--- src/hw/rtl/mbps_pkg.sv ---
// shared constants and types for the masked byte pattern search
package mbps_pkg;

	localparam int MAX_PATTERN_BYTES_DEF = 16;
	localparam int OFFSET_BITS_DEF       = 32;

	localparam int CFG_DATA_W = 64;
	localparam int CFG_ADDR_W = 5;
	localparam int RES_OFFSET_W = 32;

	localparam logic [63:0] PATTERN_RESET = 64'h0;
	localparam logic [15:0] CARE_RESET    = 16'hFFFF;
	localparam logic [4:0]  LENGTH_RESET  = 5'd16;

	typedef enum logic [1:0] {
		REG_PATTERN_LOW  = 2'd0,
		REG_PATTERN_HIGH = 2'd1,
		REG_CARE_MASK    = 2'd2,
		REG_PATTERN_LEN  = 2'd3
	} reg_index_t;

endpackage

--- src/hw/rtl/masked_byte_pattern_search.sv ---
// masked byte pattern search top level
//
// bytes of a region arrive on the s_ stream, one request per byte, s_tlast on
// the last byte. the block reports the first position where the configured
// pattern (up to 16 bytes, per-byte care mask) matches the recent bytes.
// a result on the m_ stream is either found (m_tuser high, m_tdata = start
// offset of the match in the region) or not-found at the end of a region with
// no match (m_tuser low, m_tdata zero). at most one result per region.
// an accepted byte is held in an input register, then the window shift and
// the parallel masked compare run combinationally into the result register.
// one byte is taken every cycle while no result waits on a low m_tready; when
// one does, the result register holds and the input register fills, after
// which s_tready drops until the result leaves. reset clears the region state
// (byte count, found flag) and the registers return to pattern zero, all
// bytes cared, length 16. the region state also clears after every last byte.
// the user writes configuration over the apb port at byte addresses 0, 8, 16
// and 24 while the stream is idle; the block does not enforce this.
module masked_byte_pattern_search #(
	parameter int MAX_PATTERN_BYTES = mbps_pkg::MAX_PATTERN_BYTES_DEF,
	parameter int OFFSET_BITS       = mbps_pkg::OFFSET_BITS_DEF
) (
	input  logic                            clk,
	input  logic                            arst_n,
	// apb configuration
	input  logic                            psel,
	input  logic                            penable,
	input  logic                            pwrite,
	input  logic [mbps_pkg::CFG_ADDR_W-1:0] paddr,
	input  logic [mbps_pkg::CFG_DATA_W-1:0] pwdata,
	output logic [mbps_pkg::CFG_DATA_W-1:0] prdata,
	output logic                            pready,
	// byte input
	input  logic                            s_tvalid,
	output logic                            s_tready,
	input  logic [7:0]                      s_tdata,   // data_byte
	input  logic                            s_tlast,   // region_end
	// result output
	output logic                            m_tvalid,
	input  logic                            m_tready,
	output logic [31:0]                     m_tdata,   // match_offset
	output logic                            m_tuser    // found
);

	localparam int LEN_W = $clog2(MAX_PATTERN_BYTES + 1);
	localparam int IDX_W = (MAX_PATTERN_BYTES > 1) ? $clog2(MAX_PATTERN_BYTES) : 1;

	// configuration registers
	logic [63:0] pattern_low_q;
	logic [63:0] pattern_high_q;
	logic [15:0] care_mask_q;
	logic [4:0]  pattern_length_q;

	logic        cfg_write;
	logic [1:0]  cfg_index;

	assign pready    = 1'b1;
	assign cfg_write = psel && penable && pwrite && pready;
	assign cfg_index = paddr[4:3];

	always_ff @(posedge clk or negedge arst_n) begin
		if (!arst_n) begin
			pattern_low_q    <= mbps_pkg::PATTERN_RESET;
			pattern_high_q   <= mbps_pkg::PATTERN_RESET;
			care_mask_q      <= mbps_pkg::CARE_RESET;
			pattern_length_q <= mbps_pkg::LENGTH_RESET;
		end else if (cfg_write) begin
			unique case (mbps_pkg::reg_index_t'(cfg_index))
				mbps_pkg::REG_PATTERN_LOW:  pattern_low_q    <= pwdata;
				mbps_pkg::REG_PATTERN_HIGH: pattern_high_q   <= pwdata;
				mbps_pkg::REG_CARE_MASK:    care_mask_q      <= pwdata[15:0];
				mbps_pkg::REG_PATTERN_LEN:  pattern_length_q <= pwdata[4:0];
				default: ;
			endcase
		end
	end

	always_comb begin
		unique case (mbps_pkg::reg_index_t'(cfg_index))
			mbps_pkg::REG_PATTERN_LOW:  prdata = pattern_low_q;
			mbps_pkg::REG_PATTERN_HIGH: prdata = pattern_high_q;
			mbps_pkg::REG_CARE_MASK:    prdata = {48'h0, care_mask_q};
			mbps_pkg::REG_PATTERN_LEN:  prdata = {59'h0, pattern_length_q};
			default:                    prdata = '0;
		endcase
	end

	// input register
	logic       valid_s1;
	logic [7:0] byte_s1;
	logic       last_s1;
	logic       advance;

	assign s_tready = !valid_s1 || advance;

	always_ff @(posedge clk or negedge arst_n) begin
		if (!arst_n) begin
			valid_s1 <= 1'b0;
		end else if (s_tvalid && s_tready) begin
			valid_s1 <= 1'b1;
		end else if (advance) begin
			valid_s1 <= 1'b0;
		end
	end

	always_ff @(posedge clk) begin
		if (s_tvalid && s_tready) begin
			byte_s1 <= s_tdata;
			last_s1 <= s_tlast;
		end
	end

	// region state
	logic [7:0]             window_q [MAX_PATTERN_BYTES];
	logic [7:0]             window_next [MAX_PATTERN_BYTES];
	logic [OFFSET_BITS-1:0] count_q;
	logic [OFFSET_BITS-1:0] count_next;
	logic [OFFSET_BITS-1:0] offset_full;
	logic                   reported_q;

	logic [127:0]   pattern_all;
	logic [LEN_W-1:0] len_u;
	logic [IDX_W-1:0] idx;
	logic           window_hit;
	logic           hit;
	logic           has_result;

	// result register
	logic        m_valid_q;
	logic        found_q;
	logic [31:0] offset_q;

	assign advance     = valid_s1 && (!m_valid_q || m_tready);
	assign pattern_all = {pattern_high_q, pattern_low_q};

	always_comb begin
		if (pattern_length_q == 5'd0) begin
			len_u = LEN_W'(1);
		end else if (pattern_length_q > 5'(MAX_PATTERN_BYTES)) begin
			len_u = LEN_W'(MAX_PATTERN_BYTES);
		end else begin
			len_u = LEN_W'(pattern_length_q);
		end
	end

	always_comb begin
		window_next[0] = byte_s1;
		for (int j = 1; j < MAX_PATTERN_BYTES; j++) begin
			window_next[j] = window_q[j-1];
		end
	end

	assign count_next  = (count_q == '1) ? count_q : count_q + 1'b1;
	assign offset_full = count_next - OFFSET_BITS'(len_u);

	// masked compare, pattern byte k against window entry len-1-k
	always_comb begin
		window_hit = 1'b1;
		idx        = '0;
		for (int k = 0; k < MAX_PATTERN_BYTES; k++) begin
			idx = IDX_W'(int'(len_u) - 1 - k);
			if ((k < int'(len_u)) && care_mask_q[k] &&
			    (window_next[idx] != pattern_all[8*k +: 8])) begin
				window_hit = 1'b0;
			end
		end
	end

	assign hit        = !reported_q && (count_next >= OFFSET_BITS'(len_u)) && window_hit;
	assign has_result = hit || (last_s1 && !reported_q);

	always_ff @(posedge clk) begin
		if (advance) begin
			window_q <= window_next;
		end
	end

	always_ff @(posedge clk or negedge arst_n) begin
		if (!arst_n) begin
			count_q    <= '0;
			reported_q <= 1'b0;
		end else if (advance) begin
			if (last_s1) begin
				count_q    <= '0;
				reported_q <= 1'b0;
			end else begin
				count_q <= count_next;
				if (hit) begin
					reported_q <= 1'b1;
				end
			end
		end
	end

	always_ff @(posedge clk or negedge arst_n) begin
		if (!arst_n) begin
			m_valid_q <= 1'b0;
		end else if (advance) begin
			m_valid_q <= has_result;
		end else if (m_tready) begin
			m_valid_q <= 1'b0;
		end
	end

	always_ff @(posedge clk) begin
		if (advance && has_result) begin
			found_q  <= hit;
			offset_q <= hit ? 32'(offset_full) : 32'h0;
		end
	end

	assign m_tvalid = m_valid_q;
	assign m_tuser  = found_q;
	assign m_tdata  = offset_q;

endmodule

--- config.mk ---
export PLATFORM = sky130hd
export DESIGN_NAME = masked_byte_pattern_search
export DESIGN_NICKNAME = d
export VERILOG_FILES = /design/src/hw/rtl/mbps_pkg.sv /design/src/hw/rtl/masked_byte_pattern_search.sv
export SDC_FILE = /design/constraint.sdc
export NUM_CORES = 1
export LEC_CHECK = 0
export ABC_CLOCK_PERIOD_IN_PS = 9900
export BUFFER_PORTS_ARGS = -buffer_cell sky130_fd_sc_hd__buf_2
export CAP_MARGIN = 20
export CORE_MARGIN = 2
export CORE_UTILIZATION = 38
export CTS_CLUSTER_SIZE = 8
export DETAILED_ROUTE_END_ITERATION = 6
export GPL_ROUTABILITY_DRIVEN = 0
export PLACE_DENSITY_LB_ADDON = 0.08
export RECOVER_POWER = 25
export SYNTH_ARGS = -nofsm -noshare
export SYNTH_HDL_FRONTEND = slang
export SYNTH_SLANG_ARGS = --single-unit
--- constraint.sdc ---
create_clock -name clk -period 9.9 [get_ports clk]
set_input_delay 0.495 -clock clk [delete_from_list [all_inputs] [get_ports clk]]
set_output_delay 0.495 -clock clk [all_outputs]
set_load 0.02 [all_outputs]
==> impl_metrics.json, run 1 <==
{
  "rr_worst_depth": 20,
  "yosys.area_share.adder_pct": 0.995,
  "arrival_ps": 8190,
  "synth_flop_cell": "dfrtp_1",
  "via_per_inst": 6.24,
  "synth-edff-count": 162,
  "holdPathStages": 1,
  "power_mw": 8.42,
  "vias": 18400,
  "synth_nets": 2106,
  "status": "finished, violations left",
  "failed_checks": "design-rule violations, max-capacitance violations, max-slew violations",
  "vdd_ir_drop_max_mv": 0.151,
  "slew_headroom_pct": -221,
  "synth_cell_types": 75,
  "core_area_um2": 60600,
  "min_period_over_period_pct": 79.8,
  "cts_buffers": 50,
  "hold_slack_ps": 73.9,
  "nets": 2221,
  "yosys_warnings": 0,
  "antenna_found_initial": 1,
  "post-route-min-period_ps": 7900,
  "instances_no_fill": 2940,
  "max-cap-violations": 1,
  "worstSkewPairLatency_ps": 600,
  "hold_viol": 0,
  "r2r_setup_slack_ps": 2000,
  "worst_pin_slew_ps": 4820,
  "maxSlewViolCount": 81,
  "synth_top_family_by_area": "multiplexers",
  "fp.dieW_um": 252,
  "antenna_left": 0,
  "fill_cells": 5592,
  "place_inst": 2846,
  "p_per_area_nw_per_um2": 318,
  "dp_hpwl_mm": 59.2,
  "grt-ovfl-total": 0,
  "grt_max_degree": 81,
  "portBuffers": 180,
  "first_pass_iters": 7,
  "drive_gt1_share_pct": 30.5,
  "tns_ps": 0,
  "power.leakage_nw": 10.2,
  "die_area_um2": 63500,
  "synthCells": 2003,
  "wire_per_inst_um": 27.6,
  "synthXorXnorAreaFrac_pct": 6.81,
  "avgSynthCellArea_um2": 11.7,
  "grt_pass1_wl_mm": 120,
  "rsz0062_at_grt": "false",
  "ys_ff_latch": 346,
  "synth.area.mux_share_pct": 25.8,
  "critPathKind": "reg -> reg",
  "skew_ps": 25.5,
  "die_h_um": 252,
  "grtUsageTotal_pct": 25.4,
  "cts_tree": "built",
  "cts.repair.resized": 0,
  "grt_pass1_vias": 17400,
  "fmax_mhz": 127,
  "clock-sinks": 346,
  "hold_path_class": "in -> reg",
  "ios": 185,
  "start_util_pct": 38.6,
  "rows": 90,
  "startpoint_type": "register",
  "end_kind": "register",
  "clk_pin_slew_ps": 50,
  "synth_simple_gate_area_share_pct": 13.0,
  "synthesis.area_um2": 23400,
  "crit_fanout": 36,
  "cp.required_ps": 10190,
  "syn_to_final_growth_pct": 13.3,
  "cts_buffer_depth": 3,
  "drc": 4,
  "cts-root-buf": "clkbuf_16",
  "htreeDepth": 2,
  "setup_viol": 0,
  "wl_mm": 81.2,
  "async_flop_share_pct": 53.2,
  "drt-initial-drc-count": 2575,
  "synth_compound_area_share_pct": 9.33,
  "yosysSeqAreaShare_pct": 40.6
}
## cells in the mapped netlist, types with 22 or more instances
cell / instances / area [um^2]
mux2_2: 149 / 1680
nor3_2: 29 / 290
a21oi_1: 27 / 135
o21ai_0: 61 / 305
nand2_1: 153 / 574
xor2_1: 76 / 666
o211ai_1: 22 / 165
nor2_1: 99 / 372
edfxtp_1: 162 / 4860
nand3_1: 76 / 380
mux4_2: 152 / 3420
clkbuf_1: 110 / 413
a22oi_1: 103 / 773
xnor2_1: 104 / 911
nor3_1: 25 / 125
mux2i_1: 93 / 931
dfrtp_1: 167 / 4180
nand4_1: 71 / 444
## registers in the layout, summed over array words and instances (netlist names), 5 cells and up
signal	cells
window_next	120
pattern_high_q	64
pattern_low_q	64
count_q	32
m_tdata	32
care_mask_q	16
byte_s1	8
pattern_length_q	5
## critical path: stages (launching register included)
cell      delay [ps]
dfstp_2          810
buf_4            390
nand2b_1         150
buf_4            270
inv_1            270
xnor2_1          510
inv_1            220
ha_1             310
or3b_2           470
a22oi_1          230
a211oi_2          90
xnor2_2          890
mux4_2           430
xnor2_1          200
nand4_1          120
nor3_1           220
o22ai_1          110
or4_2            660
buf_4            310
o22ai_4          610
buf_16           240
## what timing repair did
item,in CTS,in global routing
setup endpoints to repair,0,0
buffers inserted,0,0
hold buffers,1,0
hold endpoints to repair,54,0
## power by group
part | switching (mW) | total (mW) | internal, mW
clock network | 0.661 | 1.69 | 1.03
logic | 2.69 | 4.63 | 1.95
registers | 0.303 | 2.09 | 1.79
total | 3.65 | 8.42 | 4.77
## layout make-up
type                    instances  area, um^2  share of cell area (%)
multi-input cells            1475       13200                    49.7
repair buffers                224        1250                    4.72
inverters                      21        85.1                   0.321
flip-flops and latches        346        9490                    35.8
diodes                          1        2.50                 0.00944
well taps                     782         978                    3.69
clock inverters                 1        30.0                   0.113
clock buffers                  90        1500                    5.64
## metal layers
layer / routed length, um / global-route usage (%) / up-vias
li1: - / - / 8022
met1: 37500 / 38.9 / 9480
met2: 36000 / 37.6 / 774
met3: 6500 / 4.59 / 79
met4: 1260 / 4.68 / 0
met5: 0 / 0 / -
## worst paths after layout
path	startpoint	end
min reg2reg	window_next[103]$_DFFE_PP_	window_next[95]$_DFFE_PP_
min	s_tdata[2]	byte_s1[2]$_DFFE_PP_
max in group asynchronous	arst_n	pattern_length_q[1]$_DFFE_PN0P_
min in group asynchronous	arst_n	m_tvalid$_DFFE_PN0P_
max	pattern_length_q[4]$_DFFE_PN1P_	m_tdata[3]$_SDFFCE_PN0P_
max reg2reg	pattern_length_q[4]$_DFFE_PN1P_	m_tdata[3]$_SDFFCE_PN0P_
## cells in the final DEF (no fill, tap or decap), types with 32 or more instances in the layout
| cell type | Yosys | final |
|---|---|---|
| nand2_1 | 153 | 153 |
| buf_4 | 10 | 43 |
| edfxtp_1 | 162 | 162 |
| clkbuf_16 | 0 | 53 |
| clkbuf_1 | 110 | 38 |
| mux2_2 | 149 | 149 |
| o21ai_0 | 61 | 61 |
| buf_2 | 20 | 175 |
| nand3_1 | 76 | 76 |
| nand4_1 | 71 | 71 |
| mux2i_1 | 93 | 93 |
| xor2_1 | 76 | 76 |
| dfrtp_1 | 167 | 167 |
| xnor2_1 | 104 | 101 |
| mux4_2 | 152 | 152 |
| a22oi_1 | 103 | 103 |
| nor3_2 | 29 | 32 |
| nor2_1 | 99 | 99 |
## logic make-up after synthesis
logic type | Yosys count
compound gates | 314
xor+xnor | 181
fa+ha+maj | 18
buf+inv | 182
flops | 346
mux | 395
other cells | 1
simple gates | 566
## per-stage QoR
stage / cell area (um^2) / setup WS (ps) / utilization (%)
3_3_place_gp: 24900 / 2080 / 41.1
2_1_floorplan: 23400 / 2060 / -
3_5_place_dp: 24900 / 1880 / 41.2
4_1_cts: 26500 / 1820 / 43.7
5_1_grt: 26500 / 1570 / 43.7
6_report: 26500 / 2000 / 43.7
No activity file was read; power rests on OpenSTA's default activity.
==> inputs of run 2 (changes only) <==
--- a/config.mk
+++ b/config.mk
@@ -5,7 +5,7 @@
 export SDC_FILE = /design/constraint.sdc
 export NUM_CORES = 1
 export LEC_CHECK = 0
-export ABC_CLOCK_PERIOD_IN_PS = 9900
+export ABC_CLOCK_PERIOD_IN_PS = 7600
 export BUFFER_PORTS_ARGS = -buffer_cell sky130_fd_sc_hd__buf_2
 export CAP_MARGIN = 20
 export CORE_MARGIN = 2
==> constraint.sdc (replaced) <==
create_clock -name clk -period 7.6 [get_ports clk]
set_input_delay 0.38 -clock clk [delete_from_list [all_inputs] [get_ports clk]]
set_output_delay 0.38 -clock clk [all_outputs]
set_load 0.02 [all_outputs]
==> impl_metrics.json, run 2 (synthesis gave the netlist of run 1 again) <==
{
  "status": "finished, violations left",
  "failed_checks": "max-capacitance violations, max-slew violations",
  "maxSlewViolCount": 117,
  "placed_area_um2": 25100,
  "worstSkewPairLatency_ps": 600,
  "endpoint": "m_tuser$_DFFE_PP_",
  "cts_buffer_depth": 3,
  "tns_ps": 0,
  "drive_gt1_share_pct": 30.5,
  "htreeDepth": 2,
  "fp.dieW_um": 252,
  "setup_viol": 0,
  "setup_ws_ps": 1020,
  "min_period_over_period_pct": 86.5,
  "layout_common_cells": "buf_2 (174), dfrtp_1 (167), edfxtp_1 (162), nand2_1 (153), mux4_2 (152)",
  "path_common_cell": "buf_4",
  "slew_headroom_pct": -145,
  "syn_to_final_growth_pct": 14.0,
  "place_inst": 2861,
  "start_util_pct": 38.6,
  "cp.depth": 22,
  "largest_register_ffs": 120,
  "max-cap-violations": 2,
  "vdd_ir_drop_max_mv": 0.200,
  "grtUsageTotal_pct": 25.5,
  "regToRegStartpoint": "pattern_length_q[4]$_DFFE_PN1P_",
  "antenna_found_initial": 0,
  "grt_pass1_vias": 17600,
  "final_common_cell": "buf_2",
  "rsz0062_at_grt": "false",
  "pre_cts_slack_ps": 998,
  "skew_ps": 25.3,
  "critPathKind": "reg -> reg",
  "hold_path_class": "in -> reg",
  "via_per_inst": 6.26,
  "antenna_left": 0,
  "cts.repair.resized": 0,
  "p_per_area_nw_per_um2": 411,
  "clk_pin_slew_ps": 50,
  "cp_num_buf_inv": 6,
  "path_cells": "buf_4 > nand2b_1 > nand2_4 > inv_4 > ha_1 > xnor2_1 > buf_4 > inv_1 > ha_1 > or3b_2 > a22oi_1 > a211oi_2 > xnor2_2 > buf_4 > mux2i_1 > xnor2_1 > nand3_1 > nor3_1 > o22ai_1 > or4_2 > o22ai_4 > buf_4",
  "r2r-end": "m_tuser$_DFFE_PP_",
  "cp.required_ps": 7830,
  "cts_buffers": 50,
  "end_kind": "register",
  "fin_util_pct": 44.0,
  "grt_pass1_wl_mm": 120,
  "wire_per_inst_um": 27.5,
  "critPathLaunch": "pattern_length_q[4]$_DFFE_PN1P_",
  "die_h_um": 252,
  "grt-ovfl-total": 0,
  "rows": 90,
  "portBuffers": 180,
  "worst_pin_slew_ps": 3670,
  "fmax_mhz": 152,
  "post-route-min-period_ps": 6580,
  "drc": 0,
  "cts_tree": "built",
  "nets": 2251,
  "crit_fanout": 35,
  "grt_max_degree": 138,
  "clock-sinks": 346,
  "instances_no_fill": 2968,
  "final_area_um2": 26700,
  "drt-initial-drc-count": 2437,
  "hold_viol": 0,
  "cp_top_family": "simple AND/OR/NAND/NOR gates",
  "core_area_um2": 60600,
  "r2r_setup_slack_ps": 1020,
  "critPathSlowestCell": "or4_2",
  "cts-root-buf": "clkbuf_16",
  "diodes": 0,
  "die_area_um2": 63500,
  "first_pass_iters": 6,
  "max_stage_delay_ps": 910,
  "ios": 185,
  "vias": 18600,
  "wl_mm": 81.8,
  "dp_hpwl_mm": 59.6,
  "arrival_ps": 6800,
  "cts_setup_buffers": 0,
  "rr_worst_depth": 22,
  "startpoint_type": "register",
  "power.leakage_nw": 10.3
}
run 2: cell types whose count changed in the layout (fill, tap and decap cells not counted), moves of 2 or more:
cell           change
dlygate4sd3_1     +16
buf_4             +10
clkbuf_1           +4
buf_6              +2
clkbuf_16          -2
run 2: timing repair:
action / in CTS / in global routing
setup endpoints to repair: 0 / 0
hold buffers: 17 / 0
hold endpoints to repair: 66 / 0
run 2: worst reg2reg max path, delay by kind of cell (launching register included):
kind	cells	cell delay (ps)
muxes	1	260
xor gates and xnor gates	3	930
adders and majority gates	2	430
DFF	1	520
AOI/OAI and AO/OA	4	590
and+or+nand+nor	6	2030
buffers and inverters	6	1450
run 2: layout make-up:
class	count	area, um^2
fill	5680	33900
multi-input combinational	1475	13200
sequential	346	9490
timing repair buffer	254	1510
clock buffer	88	1440
tap	782	978
inverter	21	85.1
clock inverter	2	12.5
run 2: power by group:
group / internal [mW] / total (mW) / leakage [nW] / switching (mW)
registers: 2.33 / 2.71 / 3.85 / 0.380
logic: 2.60 / 6.12 / 5.73 / 3.53
clock network: 1.26 / 2.12 / 0.690 / 0.862
run 2: through the flow:
step,hold WS (ps),power (mW)
2_1_floorplan,84.4,6.91
3_3_place_gp,374,8.67
3_5_place_dp,382,8.77
4_1_cts,1.89,10.9
5_1_grt,21.6,11.5
6_report,30.0,11.0
run 2: worst min path at each step:
| stage | start | to | slack [ps] | depth (start not counted) |
|---|---|---|---|---|
| 4_1_cts | pwdata[34] | pattern_low_q[34]$_DFFE_PN0P_ | 2 | 2 |
| 5_1_grt | pwdata[34] | pattern_high_q[34]$_DFFE_PN0P_ | 20 | 2 |
| 3_3_place_gp | arst_n | count_q[25]$_DFFE_PN0P_ | 370 | 1 |
| 3_5_place_dp | arst_n | count_q[26]$_DFFE_PN0P_ | 380 | 1 |
| 2_1_floorplan | arst_n | count_q[0]$_DFFE_PN0P_ | 80 | 0 |
| 6_report | pwdata[34] | pattern_low_q[34]$_DFFE_PN0P_ | 30 | 2 |
run 2: metal layers:
metal / part of all wire (%) / wire [um] / track usage [%]
met5: 0 / 0 / 0
met4: 2.5 / 2050 / 6.85
met3: 7.9 / 6490 / 3.76
met2: 43 / 35500 / 37.0
met1: 46 / 37800 / 39.4
